[src/design/hrf_pkg.sv]
// hrf_pkg: shared types, constants and the control-store program for the
// HID response framer. No dependencies.
package hrf_pkg;

    // Payload store geometry and frame layout
    localparam int STORE_DEPTH   = 25;
    localparam int HEADER_BYTES  = 5;
    localparam int TRAILER_BYTES = 2;
    localparam int CNT_W         = 5;
    localparam int IDX_W         = 5;
    localparam int PC_W          = 4;

    // Frame byte constants
    localparam logic [7:0] SYNC0    = 8'hAA;
    localparam logic [7:0] SYNC1    = 8'h55;
    localparam logic [7:0] PAD_BYTE = 8'h00;
    localparam logic [7:0] SEQ_MAX  = 8'hFF;
    localparam logic [7:0] SEQ_WRAP = 8'h01;

    // Request action codes
    localparam logic ACT_APPEND = 1'b0;
    localparam logic ACT_END    = 1'b1;

    // Byte source selected by a control word
    typedef enum logic [3:0] {
        SRC_SYNC0,
        SRC_SYNC1,
        SRC_LEN,
        SRC_NLEN,
        SRC_SEQ,
        SRC_PAYLOAD,
        SRC_SUM_LO,
        SRC_SUM_HI,
        SRC_PAD
    } src_t;

    // Jump conditions
    typedef enum logic [1:0] {
        COND_NEVER,
        COND_CNT_ZERO,
        COND_MORE_PAYLOAD,
        COND_ALWAYS
    } cond_t;

    typedef logic [PC_W-1:0] pc_t;

    typedef struct packed {
        src_t  src;
        cond_t cond;
        pc_t   target;
    } ucode_t;

    // Program addresses that are jump targets
    localparam pc_t PC_SYNC0   = 4'd0;
    localparam pc_t PC_PAYLOAD = 4'd5;
    localparam pc_t PC_SUM_LO  = 4'd6;
    localparam pc_t PC_PAD     = 4'd8;

    typedef enum logic {
        SEQ_IDLE,
        SEQ_RUN
    } seq_state_t;

    // Store control from the top level
    typedef struct packed {
        logic append;
        logic clear;
    } store_ctl_t;

    // Sequencer status toward the top level
    typedef struct packed {
        logic             busy;
        logic             emit;
        logic             last;
        src_t             src;
        logic [IDX_W-1:0] rd_idx;
    } seq_status_t;

    // Control store: one word per step, emit a byte each step
    function automatic ucode_t ucode_word(input pc_t pc);
        ucode_t w;
        begin
            unique case (pc)
                4'd0:    w = '{src: SRC_SYNC0,   cond: COND_NEVER,        target: PC_SYNC0};
                4'd1:    w = '{src: SRC_SYNC1,   cond: COND_NEVER,        target: PC_SYNC0};
                4'd2:    w = '{src: SRC_LEN,     cond: COND_NEVER,        target: PC_SYNC0};
                4'd3:    w = '{src: SRC_NLEN,    cond: COND_NEVER,        target: PC_SYNC0};
                4'd4:    w = '{src: SRC_SEQ,     cond: COND_CNT_ZERO,     target: PC_SUM_LO};
                4'd5:    w = '{src: SRC_PAYLOAD, cond: COND_MORE_PAYLOAD, target: PC_PAYLOAD};
                4'd6:    w = '{src: SRC_SUM_LO,  cond: COND_NEVER,        target: PC_SYNC0};
                4'd7:    w = '{src: SRC_SUM_HI,  cond: COND_NEVER,        target: PC_SYNC0};
                default: w = '{src: SRC_PAD,     cond: COND_ALWAYS,       target: PC_PAD};
            endcase
            return w;
        end
    endfunction

endpackage

[src/design/hrf_req_if.sv]
// hrf_req_if: request channel into the framer (action, payload byte).
// Depends on nothing.
interface hrf_req_if;
    logic       valid;
    logic       ready;
    logic       action;
    logic [7:0] payload_byte;

    modport source (output valid, output action, output payload_byte, input ready);
    modport sink   (input valid, input action, input payload_byte, output ready);
endinterface

[src/design/hrf_frame_if.sv]
// hrf_frame_if: frame byte channel out of the framer.
// Depends on nothing.
interface hrf_frame_if;
    logic       valid;
    logic       ready;
    logic [7:0] frame_byte;
    logic       frame_last;

    modport source (output valid, output frame_byte, output frame_last, input ready);
    modport sink   (input valid, input frame_byte, input frame_last, output ready);
endinterface

[src/design/hid_response_framer_core.sv]
// hid_response_framer_core: top level; byte select, output register and
// sequence number. Depends on hrf_pkg, hrf_req_if, hrf_frame_if,
// hrf_payload_store and hrf_sequencer.
//
// Builds fixed FRAME_BYTES response frames: sync 0xAA 0x55, length
// (payload+2), its complement, sequence number, payload, 16-bit checksum
// low then high, zero padding, last byte flagged. An append request stores
// at most min(25, FRAME_BYTES-7) bytes; extra bytes are dropped. An end
// request starts the microcoded sequencer, which emits one frame byte per
// cycle from its control store while the output is free; the request port
// is held off until the frame's last byte is emitted. Sequence numbers
// start at 0 and run 1..255, wrapping to 1.
module hid_response_framer_core #(
    parameter int FRAME_BYTES = 32
) (
    input  logic        clk,
    input  logic        rst_n,
    hrf_req_if.sink     req,
    hrf_frame_if.source frame
);

    hrf_pkg::store_ctl_t       store_ctl;
    hrf_pkg::seq_status_t      seq_status;
    logic [7:0]                rd_data;
    logic [hrf_pkg::CNT_W-1:0] count;
    logic [15:0]               sum;
    logic                      req_fire;
    logic                      start;
    logic                      advance;
    logic                      done;
    logic [7:0]                len;
    logic [7:0]                byte_sel;
    logic                      out_valid_reg, out_valid_next;
    logic [7:0]                out_byte_reg;
    logic                      out_last_reg;
    logic [7:0]                seq_num_reg, seq_num_next;

    // request handshake
    assign req.ready = !seq_status.busy;
    assign req_fire  = req.valid && req.ready;
    assign start     = req_fire && (req.action == hrf_pkg::ACT_END);
    assign done      = seq_status.emit && seq_status.last;

    assign store_ctl.append = req_fire && (req.action == hrf_pkg::ACT_APPEND);
    assign store_ctl.clear  = done;

    hrf_payload_store #(
        .FRAME_BYTES (FRAME_BYTES)
    ) u_store (
        .clk     (clk),
        .rst_n   (rst_n),
        .ctl     (store_ctl),
        .wr_data (req.payload_byte),
        .rd_idx  (seq_status.rd_idx),
        .rd_data (rd_data),
        .count   (count),
        .sum     (sum)
    );

    // output slot free or being drained
    assign advance = !out_valid_reg || frame.ready;

    hrf_sequencer #(
        .FRAME_BYTES (FRAME_BYTES)
    ) u_seq (
        .clk     (clk),
        .rst_n   (rst_n),
        .start   (start),
        .advance (advance),
        .count   (count),
        .status  (seq_status)
    );

    // frame byte select
    assign len = 8'(count) + 8'(hrf_pkg::TRAILER_BYTES);

    always_comb
    begin
        unique case (seq_status.src)
            hrf_pkg::SRC_SYNC0:   byte_sel = hrf_pkg::SYNC0;
            hrf_pkg::SRC_SYNC1:   byte_sel = hrf_pkg::SYNC1;
            hrf_pkg::SRC_LEN:     byte_sel = len;
            hrf_pkg::SRC_NLEN:    byte_sel = ~len;
            hrf_pkg::SRC_SEQ:     byte_sel = seq_num_reg;
            hrf_pkg::SRC_PAYLOAD: byte_sel = rd_data;
            hrf_pkg::SRC_SUM_LO:  byte_sel = sum[7:0];
            hrf_pkg::SRC_SUM_HI:  byte_sel = sum[15:8];
            default:              byte_sel = hrf_pkg::PAD_BYTE;
        endcase
    end

    // output register valid
    always_comb
    begin
        out_valid_next = out_valid_reg;
        priority if (seq_status.emit)
        begin
            out_valid_next = 1'b1;
        end
        else if (frame.ready)
        begin
            out_valid_next = 1'b0;
        end
        else
        begin
            out_valid_next = out_valid_reg;
        end
    end

    // sequence number advances after each frame
    always_comb
    begin
        seq_num_next = seq_num_reg;
        if (done)
        begin
            seq_num_next = (seq_num_reg == hrf_pkg::SEQ_MAX) ? hrf_pkg::SEQ_WRAP
                                                             : seq_num_reg + 1'b1;
        end
    end

    always_ff @(posedge clk or negedge rst_n)
    begin
        if (!rst_n)
        begin
            out_valid_reg <= 1'b0;
            seq_num_reg   <= '0;
        end
        else
        begin
            out_valid_reg <= out_valid_next;
            seq_num_reg   <= seq_num_next;
        end
    end

    // output payload, no reset
    always_ff @(posedge clk)
    begin
        if (seq_status.emit)
        begin
            out_byte_reg <= byte_sel;
            out_last_reg <= seq_status.last;
        end
    end

    assign frame.valid      = out_valid_reg;
    assign frame.frame_byte = out_byte_reg;
    assign frame.frame_last = out_last_reg;

endmodule

[src/design/hrf_payload_store.sv]
// hrf_payload_store: payload register file, byte count and 16-bit running sum.
// Depends on hrf_pkg.
module hrf_payload_store #(
    parameter int FRAME_BYTES = 32
) (
    input  logic                    clk,
    input  logic                    rst_n,
    input  hrf_pkg::store_ctl_t     ctl,
    input  logic [7:0]              wr_data,
    input  logic [hrf_pkg::IDX_W-1:0] rd_idx,
    output logic [7:0]              rd_data,
    output logic [hrf_pkg::CNT_W-1:0] count,
    output logic [15:0]             sum
);

    localparam int ROOM     = FRAME_BYTES - hrf_pkg::HEADER_BYTES - hrf_pkg::TRAILER_BYTES;
    localparam int CAPACITY = (ROOM < hrf_pkg::STORE_DEPTH) ? ROOM : hrf_pkg::STORE_DEPTH;

    logic [7:0]                store_mem [hrf_pkg::STORE_DEPTH];
    logic [7:0]                rd_data_reg;
    logic [hrf_pkg::CNT_W-1:0] count_reg, count_next;
    logic [15:0]               sum_reg, sum_next;
    logic                      wr_en;

    // append only while there is room
    assign wr_en = ctl.append && (count_reg < hrf_pkg::CNT_W'(CAPACITY));

    // count and sum update; end of frame clears both
    always_comb
    begin
        count_next = count_reg;
        sum_next   = sum_reg;
        priority if (ctl.clear)
        begin
            count_next = '0;
            sum_next   = '0;
        end
        else if (wr_en)
        begin
            count_next = count_reg + 1'b1;
            sum_next   = sum_reg + {8'h00, wr_data};
        end
        else
        begin
            count_next = count_reg;
            sum_next   = sum_reg;
        end
    end

    always_ff @(posedge clk or negedge rst_n)
    begin
        if (!rst_n)
        begin
            count_reg <= '0;
            sum_reg   <= '0;
        end
        else
        begin
            count_reg <= count_next;
            sum_reg   <= sum_next;
        end
    end

    // payload entries, no reset; read index is the sequencer's next index,
    // so the registered byte lines up with the step that selects it
    always_ff @(posedge clk)
    begin
        if (wr_en)
        begin
            store_mem[count_reg] <= wr_data;
        end
        rd_data_reg <= store_mem[rd_idx];
    end

    assign rd_data = rd_data_reg;
    assign count   = count_reg;
    assign sum     = sum_reg;

endmodule

[src/design/hrf_sequencer.sv]
// hrf_sequencer: step counter over the control store, byte position and
// payload read index; one frame byte per step. Depends on hrf_pkg.
module hrf_sequencer #(
    parameter int FRAME_BYTES = 32
) (
    input  logic                      clk,
    input  logic                      rst_n,
    input  logic                      start,
    input  logic                      advance,
    input  logic [hrf_pkg::CNT_W-1:0] count,
    output hrf_pkg::seq_status_t      status
);

    localparam int POS_W = $clog2(FRAME_BYTES);

    hrf_pkg::seq_state_t       state_reg, state_next;
    hrf_pkg::pc_t              pc_reg, pc_next;
    logic [POS_W-1:0]          pos_reg, pos_next;
    logic [hrf_pkg::IDX_W-1:0] rd_idx_reg, rd_idx_next;
    hrf_pkg::ucode_t           word;
    logic                      emit;
    logic                      is_last;
    logic                      jump;

    assign word    = hrf_pkg::ucode_word(pc_reg);
    assign is_last = (pos_reg == POS_W'(FRAME_BYTES - 1));

    // jump condition decode
    always_comb
    begin
        unique case (word.cond)
            hrf_pkg::COND_NEVER:        jump = 1'b0;
            hrf_pkg::COND_CNT_ZERO:     jump = (count == '0);
            hrf_pkg::COND_MORE_PAYLOAD: jump = (({1'b0, rd_idx_reg} + 1'b1) < {1'b0, count});
            hrf_pkg::COND_ALWAYS:       jump = 1'b1;
            default:                    jump = 1'b0;
        endcase
    end

    // next state
    always_comb
    begin
        state_next = state_reg;
        unique case (state_reg)
            hrf_pkg::SEQ_IDLE:
            begin
                if (start)
                begin
                    state_next = hrf_pkg::SEQ_RUN;
                end
            end
            hrf_pkg::SEQ_RUN:
            begin
                if (advance && is_last)
                begin
                    state_next = hrf_pkg::SEQ_IDLE;
                end
            end
            default: state_next = hrf_pkg::SEQ_IDLE;
        endcase
    end

    // outputs and datapath counters
    always_comb
    begin
        emit        = 1'b0;
        pc_next     = pc_reg;
        pos_next    = pos_reg;
        rd_idx_next = rd_idx_reg;
        unique case (state_reg)
            hrf_pkg::SEQ_IDLE:
            begin
                pc_next     = hrf_pkg::PC_SYNC0;
                pos_next    = '0;
                rd_idx_next = '0;
            end
            hrf_pkg::SEQ_RUN:
            begin
                emit = advance;
                if (advance)
                begin
                    pos_next = pos_reg + 1'b1;
                    pc_next  = jump ? word.target : pc_reg + 1'b1;
                    if (word.src == hrf_pkg::SRC_PAYLOAD)
                    begin
                        rd_idx_next = rd_idx_reg + 1'b1;
                    end
                end
            end
            default: emit = 1'b0;
        endcase
    end

    always_ff @(posedge clk or negedge rst_n)
    begin
        if (!rst_n)
        begin
            state_reg  <= hrf_pkg::SEQ_IDLE;
            pc_reg     <= hrf_pkg::PC_SYNC0;
            pos_reg    <= '0;
            rd_idx_reg <= '0;
        end
        else
        begin
            state_reg  <= state_next;
            pc_reg     <= pc_next;
            pos_reg    <= pos_next;
            rd_idx_reg <= rd_idx_next;
        end
    end

    assign status.busy   = (state_reg == hrf_pkg::SEQ_RUN);
    assign status.emit   = emit;
    assign status.last   = is_last;
    assign status.src    = word.src;
    // store read is registered, so it is addressed with the next step's index
    assign status.rd_idx = rd_idx_next;

endmodule

[src/flat_wrapper.sv]
// flat-port wrapper written by rule: the top's interface ports become plain ports
module hid_response_framer_core_flat 
#(
    parameter int FRAME_BYTES = 32
)
  (clk, rst_n, req_valid, req_action, req_payload_byte, req_ready, frame_valid, frame_frame_byte, frame_frame_last, frame_ready);
  hrf_req_if req_i ();
  hrf_frame_if frame_i ();
  input  logic clk;
  input  logic rst_n;
  input wire logic [$bits(req_i.valid)-1:0] req_valid;
  input wire logic [$bits(req_i.action)-1:0] req_action;
  input wire logic [$bits(req_i.payload_byte)-1:0] req_payload_byte;
  output wire logic [$bits(req_i.ready)-1:0] req_ready;
  output wire logic [$bits(frame_i.valid)-1:0] frame_valid;
  output wire logic [$bits(frame_i.frame_byte)-1:0] frame_frame_byte;
  output wire logic [$bits(frame_i.frame_last)-1:0] frame_frame_last;
  input wire logic [$bits(frame_i.ready)-1:0] frame_ready;
  assign req_i.valid = req_valid;
  assign req_i.action = req_action;
  assign req_i.payload_byte = req_payload_byte;
  assign req_ready = req_i.ready;
  assign frame_valid = frame_i.valid;
  assign frame_frame_byte = frame_i.frame_byte;
  assign frame_frame_last = frame_i.frame_last;
  assign frame_i.ready = frame_ready;
  hid_response_framer_core #(.FRAME_BYTES(FRAME_BYTES)) u_core (.clk(clk), .rst_n(rst_n), .req(req_i), .frame(frame_i));
endmodule
[config.mk]
export PLATFORM = sky130hd
export DESIGN_NAME = hid_response_framer_core_flat
export DESIGN_NICKNAME = d
export VERILOG_FILES = /design/src/design/hrf_pkg.sv /design/src/design/hrf_req_if.sv /design/src/design/hrf_frame_if.sv /design/src/design/hid_response_framer_core.sv /design/src/design/hrf_payload_store.sv /design/src/design/hrf_sequencer.sv /design/src/flat_wrapper.sv
export SDC_FILE = /design/constraint.sdc
export NUM_CORES = 1
export LEC_CHECK = 0
export BUFFER_PORTS_ARGS = -buffer_cell sky130_fd_sc_hd__buf_2
export CAP_MARGIN = 20
export CORE_ASPECT_RATIO = 0.6
export CORE_MARGIN = 2
export CORE_UTILIZATION = 29
export CTS_CLUSTER_DIAMETER = 150
export DETAILED_ROUTE_END_ITERATION = 6
export RECOVER_POWER = 25
export SETUP_SLACK_MARGIN = 0.3
export SKIP_LAST_GASP = 1
export SYNTH_ARGS = -nofsm -noshare
export SYNTH_HDL_FRONTEND = slang
export SYNTH_SLANG_ARGS = --single-unit
[constraint.sdc]
create_clock -name clk -period 2.8 [get_ports clk]
set_input_delay 0 -clock clk [delete_from_list [all_inputs] [get_ports clk]]
set_output_delay 0 -clock clk [all_outputs]
set_load 0.01 [all_outputs]
==> summary.txt, run 1 <==
Outcome
  • Status: finished with violations
  • Violated checks: max-capacitance violations

Floorplanning
  • Core Area: 39200 um2
  • Starting density of the core: 29.5%
  • Chip Height: 159 um
  • I/O pin count: 24
  • Chip Width: 262 um
  • Row count: 56
  • Die area: 41500 um2

GRT
  • Initial antenna violation count: 1
  • Met2 Usage GRT: 19.4%
  • Met3 global-route usage: 4.44%
  • Most Crowded Layer GR: met1
  • Vias in the first global route: 7689
  • GR Util met1: 25.2%
  • Aggregate global routing overflow: 0
  • GRT Total Usage: 15.3%
  • Largest net degree at the start of global routing: 43
  • First-pass GRT wire length: 47700 um

Drt
  • Detailed router's first-iteration violation count: 982
  • DRC violations left: 0
  • Post-route ant nets: 0
  • Total number of vias: 8220
  • WL final: 32200 um
  • Pre-antenna DRT Iters: 7
  • WL per Instance: 20.0 um
  • DR vias/cell: 5.12

Clocking
  • H-tree Lvls: 1
  • Clock latency on the worst-skew pair: 0.54 ns
  • CTS tree: built
  • Root buf cell: clkbuf_16
  • Num CTS Buffers: 25
  • Clk sink count: 262
  • Clk buf depth: 3
  • Worst-path clk slew: 0.08 ns

STA
  • Max Freq: 388 MHz
  • Max Slew Vio Count: 0
  • Hold_ws: 0.0210 ns
  • Worst Tran Pin Value: 1.49 ns
  • Min cycle time layout: 2.58 ns
  • Hold Fails Final Rpt: 0
  • Worst Slack Setup Final: 0.222 ns
  • Final setup violation count: 0
  • Final setup TNS: 0 ns
  • Final Skew: 0.0177 ns
  • Slew margin rel.: 0.500%
  • RSZ-0062 raised after global routing: true
  • Fin crit share: 92.1%

Setup path
  • Flop2flop setup slack: 0.22 ns
  • Worst path required time: 3.17 ns
  • End of the worst register-to-register path: u_core.u_store.rd_data[3]$_DFF_P_
  • CP max stage delay: 0.38 ns
  • Crit path DAT: 2.95 ns
  • Reg-to-Reg Start: u_core.frame.valid$_DFFE_PN0P_
  • Worst path slowest cell: dfrtp_1
  • CP bufs+invs: 3
  • Crit. End Element: flop
  • CP delay by family, top: multiplexers
  • Crit Path Max Fanout: 7
  • Crit path kind: flop to flop
  • CP Cell Sequence: and2b_2 -> nor3_4 -> mux2i_4 -> buf_4 -> buf_6 -> clkbuf_16 -> mux2i_1 -> a32oi_1 -> a31oi_2 -> a311oi_2
  • Crit start category: flop
  • Worst reg2reg path depth: 10

Logic synthesis
  • Sequential share of the synthesized area: 65.4%
  • Number of synthesized flops with an enable pin: 209
  • Post-synth net total: 997
  • Top FF cell, synth: edfxtp_1
  • Cells after synthesis: 958
  • Ys Warns: 0
  • Number of distinct library cells after synthesis: 67
  • Area of the mapped netlist: 11600 um2
  • Asr flop ratio synth: 17.2%
  • Seq cells post-synth: 262
  • Average size of a mapped cell: 12.1 um2

Finish
  • Synth-to-Final Area Change: 21.9%
  • Fraction of layout cells with a size suffix above 1: 18.9%
  • Diodes inserted: 0
  • Final Instance Area: 14100 um2
  • Layout fillers: 3785
  • # nets final: 1104
  • Register area: 7560 um2
  • Multi-input logic area: 3880 um2
  • Post-Layout Cell Count: 1604
  • Largest register FFs: 200

Hold path
  • Hold EP: u_core.frame.valid$_DFFE_PN0P_
  • Hold_sp: frame_ready
  • WHS Path Cells: 4
  • Worst hold path type: input port to flop

Placed design
  • Worst slack at placement: 0.183 ns
  • RePlAce Congestion: 0.860
  • Dpl cells: 1534
  • Number of port buffers: 23
  • Placed Area: 12800 um2
  • DP Wirelength: 20900 um

Power
  • Leak pwr: 5.12 nW
  • Cell Pwr Density: 893 nW/um2
  • VDD IR-drop max: 0.458 mV

Flow run
  • Max Cap Viol: 1
-- per-layer routing --
| layer | wire [um] | part of all wire, % | vias up |
|---|---|---|---|
| met2 | 12100 | 38 | 336 |
| li1 | - | - | 3739 |
| met1 | 16100 | 50 | 4115 |
| met3 | 3510 | 11 | 30 |
| met4 | 419 | 1.3 | 0 |
| met5 | 0 | 0 | - |
-- cells in the mapped netlist (all sizes together) (4+ instances only) --
cell | n | area (um2)
buf | 27 | 153
dfrtp | 45 | 1130
or2 | 4 | 25.0
nor2 | 69 | 259
o21ai | 33 | 165
and2 | 4 | 25.0
o31ai | 4 | 35.0
a21oi | 44 | 220
nor2b | 4 | 25.0
a311oi | 9 | 78.8
edfxtp | 209 | 6280
o22ai | 4 | 25.0
dfxtp | 8 | 160
clkbuf | 20 | 75.1
xor2 | 11 | 96.3
nand3 | 49 | 245
nand2b | 4 | 25.0
a211oi | 6 | 45.0
nand4 | 13 | 81.3
a31oi | 12 | 75.1
a32oi | 18 | 158
mux2i | 29 | 294
inv | 20 | 75.1
and3 | 5 | 31.3
xnor2 | 22 | 193
nand2 | 196 | 736
nor3 | 10 | 61.3
ha | 25 | 313
nor4 | 9 | 62.6
-- cell type report --
type / count / share of cell area (%)
flip-flops and latches: 262 / 53.7
inverters: 23 / 0.622
clock buffers: 26 / 4.47
clock inverters: 18 / 1.09
multi-input cells: 626 / 27.6
well taps: 522 / 4.64
repair buffers: 127 / 7.92
-- placed cells by master, fill, tap and decap left out, types with 6 or more instances in the layout --
cell | netlist | layout
clkbuf_16 | 0 | 30
xnor2_1 | 22 | 22
a311oi_1 | 9 | 7
nand4_1 | 13 | 13
dlygate4sd3_1 | 0 | 6
a31oi_1 | 12 | 8
nor2_1 | 69 | 69
o21ai_0 | 33 | 30
mux2i_1 | 28 | 26
nor3_1 | 9 | 8
ha_1 | 25 | 23
edfxtp_1 | 209 | 209
clkinv_2 | 0 | 7
buf_2 | 20 | 17
dfxtp_1 | 8 | 8
dfrtp_1 | 45 | 43
inv_1 | 19 | 19
nand2_1 | 196 | 195
a32oi_2 | 0 | 6
xor2_1 | 11 | 11
clkbuf_1 | 20 | 8
a21oi_1 | 44 | 42
nand3_1 | 49 | 47
buf_4 | 3 | 79
a32oi_1 | 18 | 12
-- logic make-up after synthesis --
| logic type | count (synthesis) | share of synthesized area (%) |
|---|---|---|
| simple gates | 377 | 14.4 |
| xor+xnor | 33 | 2.50 |
| fa+ha+maj | 26 | 2.88 |
| buf+inv | 70 | 2.72 |
| compound gates | 158 | 9.07 |
| flops | 262 | 65.4 |
| mux | 32 | 3.03 |
-- report_power, final --
| part | leakage, nW | internal, mW | switching (mW) |
|---|---|---|---|
| Combinational | 2.21 | 1.90 | 2.67 |
| Clock | 0.375 | 1.82 | 1.51 |
| Sequential | 2.54 | 4.45 | 0.215 |
-- worst max-delay path by stage --
stage / from / end / slack [ns] / cells past startpoint
after floorplan: u_core.u_store.count[2]$_DFFE_PN0P_ / u_core.u_store.store_mem[12][0]$_DFFE_PP_ / 0.35 / 8
after global placement: u_core.u_seq.pc_reg[1]$_DFFE_PN0P_ / u_core.u_store.rd_data[1]$_DFF_P_ / 0.18 / 7
after detailed placement: u_core.u_seq.state_reg$_DFF_PN0_ / u_core.u_store.rd_data[1]$_DFF_P_ / 0.18 / 9
after CTS: u_core.u_seq.pc_reg[1]$_DFFE_PN0P_ / u_core.u_store.rd_data[4]$_DFF_P_ / 0.26 / 10
after global routing: u_core.frame.valid$_DFFE_PN0P_ / u_core.u_store.rd_data[4]$_DFF_P_ / 0.12 / 11
final: u_core.frame.valid$_DFFE_PN0P_ / u_core.u_store.rd_data[3]$_DFF_P_ / 0.22 / 10
-- stage by stage --
stage	utilization [%]	total power, mW
global route	36.0	13.2
detailed placement	32.6	8.46
floorplan	-	7.06
global placement	32.6	8.42
finish	36.0	12.6
CTS	35.1	12.1
-- what timing repair did --
action,in CTS,in global routing
gates cloned,2,5
endpoints found under the hold margin,35,0
hold buffers,6,0
pin swaps,1,14
resized for setup,13,40
buffers inserted,4,9
endpoints found under the setup margin,7,194
-- tightest hold or removal path, stage by stage --
cell,delay (ns)
buf_2,0.09
nand2b_1,0.15
buf_4,0.21
nand2_1,0.07
Note: power is estimated with default switching activity, not from simulation.
==> run 2: changes to the inputs <==
--- a/config.mk
+++ b/config.mk
@@ -12,7 +12,7 @@
 export CORE_UTILIZATION = 29
 export CTS_CLUSTER_DIAMETER = 150
 export DETAILED_ROUTE_END_ITERATION = 6
-export RECOVER_POWER = 25
+export RECOVER_POWER = 50
 export SETUP_SLACK_MARGIN = 0.3
 export SKIP_LAST_GASP = 1
 export SYNTH_ARGS = -nofsm -noshare
==> run 2 against run 1 <==
Clock power is essentially flat. Largest power group unchanged. Critical path depth is the same. The flow finishes with violations (max-capacitance violations, max-slew violations). Global-route usage is the same. Core utilization shrank 0.070 points. Via count shrank 0.11%. Die area is the same. Sequential power is essentially flat. Sequential share of layout area grew 0.11 points. Non-clock buffer count is the same. First-iteration DRC count grew 1.5%. Clock skew grew 0.00090 ns.
==> summary.txt, run 2 (synthesized netlist as in run 1, its figures left out) <==
Outcome
  • Status: finished with violations (unchanged)
  • Violated checks: max-capacitance violations, max-slew violations (was max-capacitance violations)

STA
  • Slew margin rel.: -23.1% (was 0.500%)
  • Fin crit share: 92.5% (was 92.1%)
  • Final Skew: 0.0186 ns (was 0.0177 ns)
  • Final setup violation count: 0 (unchanged)
  • Worst Tran Pin Value: 1.85 ns (was 1.49 ns)
  • Max Freq: 386 MHz (was 388 MHz)
  • RSZ-0062 raised after global routing: true (unchanged)
  • Min cycle time layout: 2.59 ns (was 2.58 ns)
  • Final setup TNS: 0 ns (unchanged)
  • Max Slew Vio Count: 32 (was 0)
  • Hold Fails Final Rpt: 0 (unchanged)

Placed design
  • Placed Area: 12800 um2 (unchanged)
  • Number of port buffers: 23 (unchanged)
  • Dpl cells: 1534 (unchanged)
  • RePlAce Congestion: 0.860 (unchanged)
  • DP Wirelength: 20900 um (unchanged)

Drt
  • Met2 wire len: 12000 um (was 12100 um)
  • Highest Signal Layer: met4 (unchanged)
  • DR vias/cell: 5.12 (about the same)
  • DRC violations left: 0 (unchanged)
  • Metal-1 WL: 16100 um (about the same)
  • WL per Instance: 20.0 um (about the same)
  • Detailed router's first-iteration violation count: 997 (was 982)
  • Post-route ant nets: 0 (unchanged)
  • Pre-antenna DRT Iters: 7 (unchanged)
  • WL met3: 3590 um (was 3510 um)
  • WL final: 32100 um (was 32200 um)
  • Total number of vias: 8211 (was 8220)

Finish
  • Most common cell after layout, fill and taps aside: edfxtp_1 (unchanged)
  • Fraction of layout cells with a size suffix above 1: 17.4% (was 18.9%)
  • Final Instance Area: 14100 um2 (about the same)
  • Layout fillers: 3793 (was 3785)
  • Synth-to-Final Area Change: 21.6% (was 21.9%)
  • Multi-input logic area: 3880 um2 (about the same)
  • Most frequent cells in the layout: 209 x edfxtp_1, 195 x nand2_1, 75 x buf_4, 69 x nor2_1, 47 x nand3_1 (was 209 x edfxtp_1, 195 x nand2_1, 79 x buf_4, 69 x nor2_1, 47 x nand3_1)
  • Post-Layout Cell Count: 1604 (unchanged)
  • Register area: 7560 um2 (unchanged)
  • Largest register FFs: 200 (unchanged)
  • Layout Utilization: 35.9% (was 36.0%)
  • # nets final: 1104 (unchanged)
  • Diodes inserted: 0 (unchanged)

Setup path
  • Crit start category: flop (unchanged)
  • Crit. End Element: flop (unchanged)
  • Crit path kind: flop to flop (unchanged)
  • Worst path required time: 3.18 ns (was 3.17 ns)
  • Crit Path Max Fanout: 7 (unchanged)
  • Flop2flop setup slack: 0.21 ns (was 0.22 ns)
  • Crit path DAT: 2.97 ns (was 2.95 ns)
  • Worst path slowest cell: dfrtp_1 (unchanged)
  • CP Cell Sequence: and2b_2 -> nor3_4 -> mux2i_4 -> buf_4 -> buf_6 -> clkbuf_16 -> mux2i_1 -> a32oi_1 -> a31oi_2 -> a311oi_2 (unchanged)
  • CP max stage delay: 0.39 ns (was 0.38 ns)

Clocking
  • Num CTS Buffers: 25 (unchanged)
  • Clk buf depth: 3 (unchanged)
  • CTS tree: built (unchanged)
  • H-tree Lvls: 1 (unchanged)
  • Clk sink count: 262 (unchanged)
  • Root buf cell: clkbuf_16 (unchanged)
  • Worst-path clk slew: 0.08 ns (about the same)
  • Clock latency on the worst-skew pair: 0.54 ns (about the same)

Power
  • P_sw: 4.39 mW (was 4.40 mW)
  • Leak pwr: 5.08 nW (was 5.12 nW)
  • Combinational Power Share: 36.2% (was 36.3%)
  • Sw Share: 35.0% (about the same)
  • Sequential power share: 37.2% (was 37.1%)
  • Power Internal: 8.16 mW (was 8.18 mW)
  • Clock share of power: 26.6% (was 26.5%)
  • VDD IR-drop max: 0.461 mV (was 0.458 mV)
  • Cell Pwr Density: 893 nW/um2 (about the same)

Floorplanning
  • Row count: 56 (unchanged)
  • Core Area: 39200 um2 (unchanged)
  • Chip Width: 262 um (unchanged)
  • Starting density of the core: 29.5% (unchanged)
  • Chip Height: 159 um (unchanged)
  • I/O pin count: 24 (unchanged)
  • Die area: 41500 um2 (unchanged)

Hold path
  • Worst hold path type: input port to flop (unchanged)

GRT
  • Largest net degree at the start of global routing: 43 (unchanged)
  • Aggregate global routing overflow: 0 (unchanged)
  • Vias in the first global route: 7689 (unchanged)
  • First-pass GRT wire length: 47700 um (unchanged)
  • GRT Total Usage: 15.3% (unchanged)
  • Initial antenna violation count: 1 (unchanged)

Flow run
  • Max Cap Viol: 2 (was 1)
==> run 2: final cells by class <==
cell class                 count  area share [%]
clock inverter                18            1.09
inverter                      23           0.623
sequential                   262            53.8
clock buffer                  26            4.48
timing repair buffer         127            7.75
tap                          522            4.64
multi-input combinational    626            27.6
==> run 2: power by group through the flow <==
| stage | clock network [mW] | registers, mW | logic [mW] |
|---|---|---|---|
| after CTS | 3.40 | 4.66 | 4.00 |
| after detailed placement | 0 | 4.75 | 3.71 |
| after global placement | 0 | 4.75 | 3.67 |
| after global routing | 3.57 | 4.70 | 4.91 |
| after floorplan | 0 | 4.66 | 2.40 |
| final | 3.34 | 4.67 | 4.54 |
==> run 2: critical path, delay by kind of cell (launching register included) <==
family,cells,cell delay (ns)
flops,1,0.39
compound gates,3,0.51
simple gates,2,0.51
mux,2,0.55
buf+inv,3,0.45
==> run 2: through the flow <==
| step | setup slack [ns] | hold slack [ns] | total power, mW |
|---|---|---|---|
| finish | 0.210 | 0.0153 | 12.6 |
| global route | 0.0854 | 0.0732 | 13.2 |
| CTS | 0.256 | 0.00492 | 12.1 |
| detailed placement | 0.183 | 0.114 | 8.46 |
| global placement | 0.180 | 0.121 | 8.42 |
| floorplan | 0.346 | -0.296 | 7.06 |
==> run 2: final timing paths <==
| kind | from | end | cells after the start |
|---|---|---|---|
| max in group asynchronous | rst_n | u_core.u_store.sum[4]$_DFFE_PN0P_ | 3 |
| worst min-delay path | frame_ready | u_core.frame.valid$_DFFE_PN0P_ | 4 |
| min in group asynchronous | rst_n | u_core.u_seq.pos_reg[2]$_DFFE_PN0P_ | 2 |
| worst min register to register | u_core.seq_num_reg[7]$_DFFE_PN0P_ | u_core.seq_num_reg[7]$_DFFE_PN0P_ | 1 |
| worst max register to register | u_core.frame.valid$_DFFE_PN0P_ | u_core.u_store.rd_data[3]$_DFF_P_ | 10 |
| worst max-delay path | u_core.frame.valid$_DFFE_PN0P_ | u_core.u_store.rd_data[3]$_DFF_P_ | 10 |
==> run 2: routing by layer <==
metal	track usage (%)	vias up
li1	-	3736
met1	25.2	4068
met3	4.44	30
met2	19.4	377
met5	0	-
met4	2.27	0
==> run 2: timing repair <==
action | in CTS | in global routing
setup endpoints to repair | 7 | 194
gates resized for setup | 13 | 40
buffers inserted | 4 | 9
cloned | 2 | 5
hold buffers | 6 | 0
pin swaps | 1 | 14
hold endpoints to repair | 35 | 0
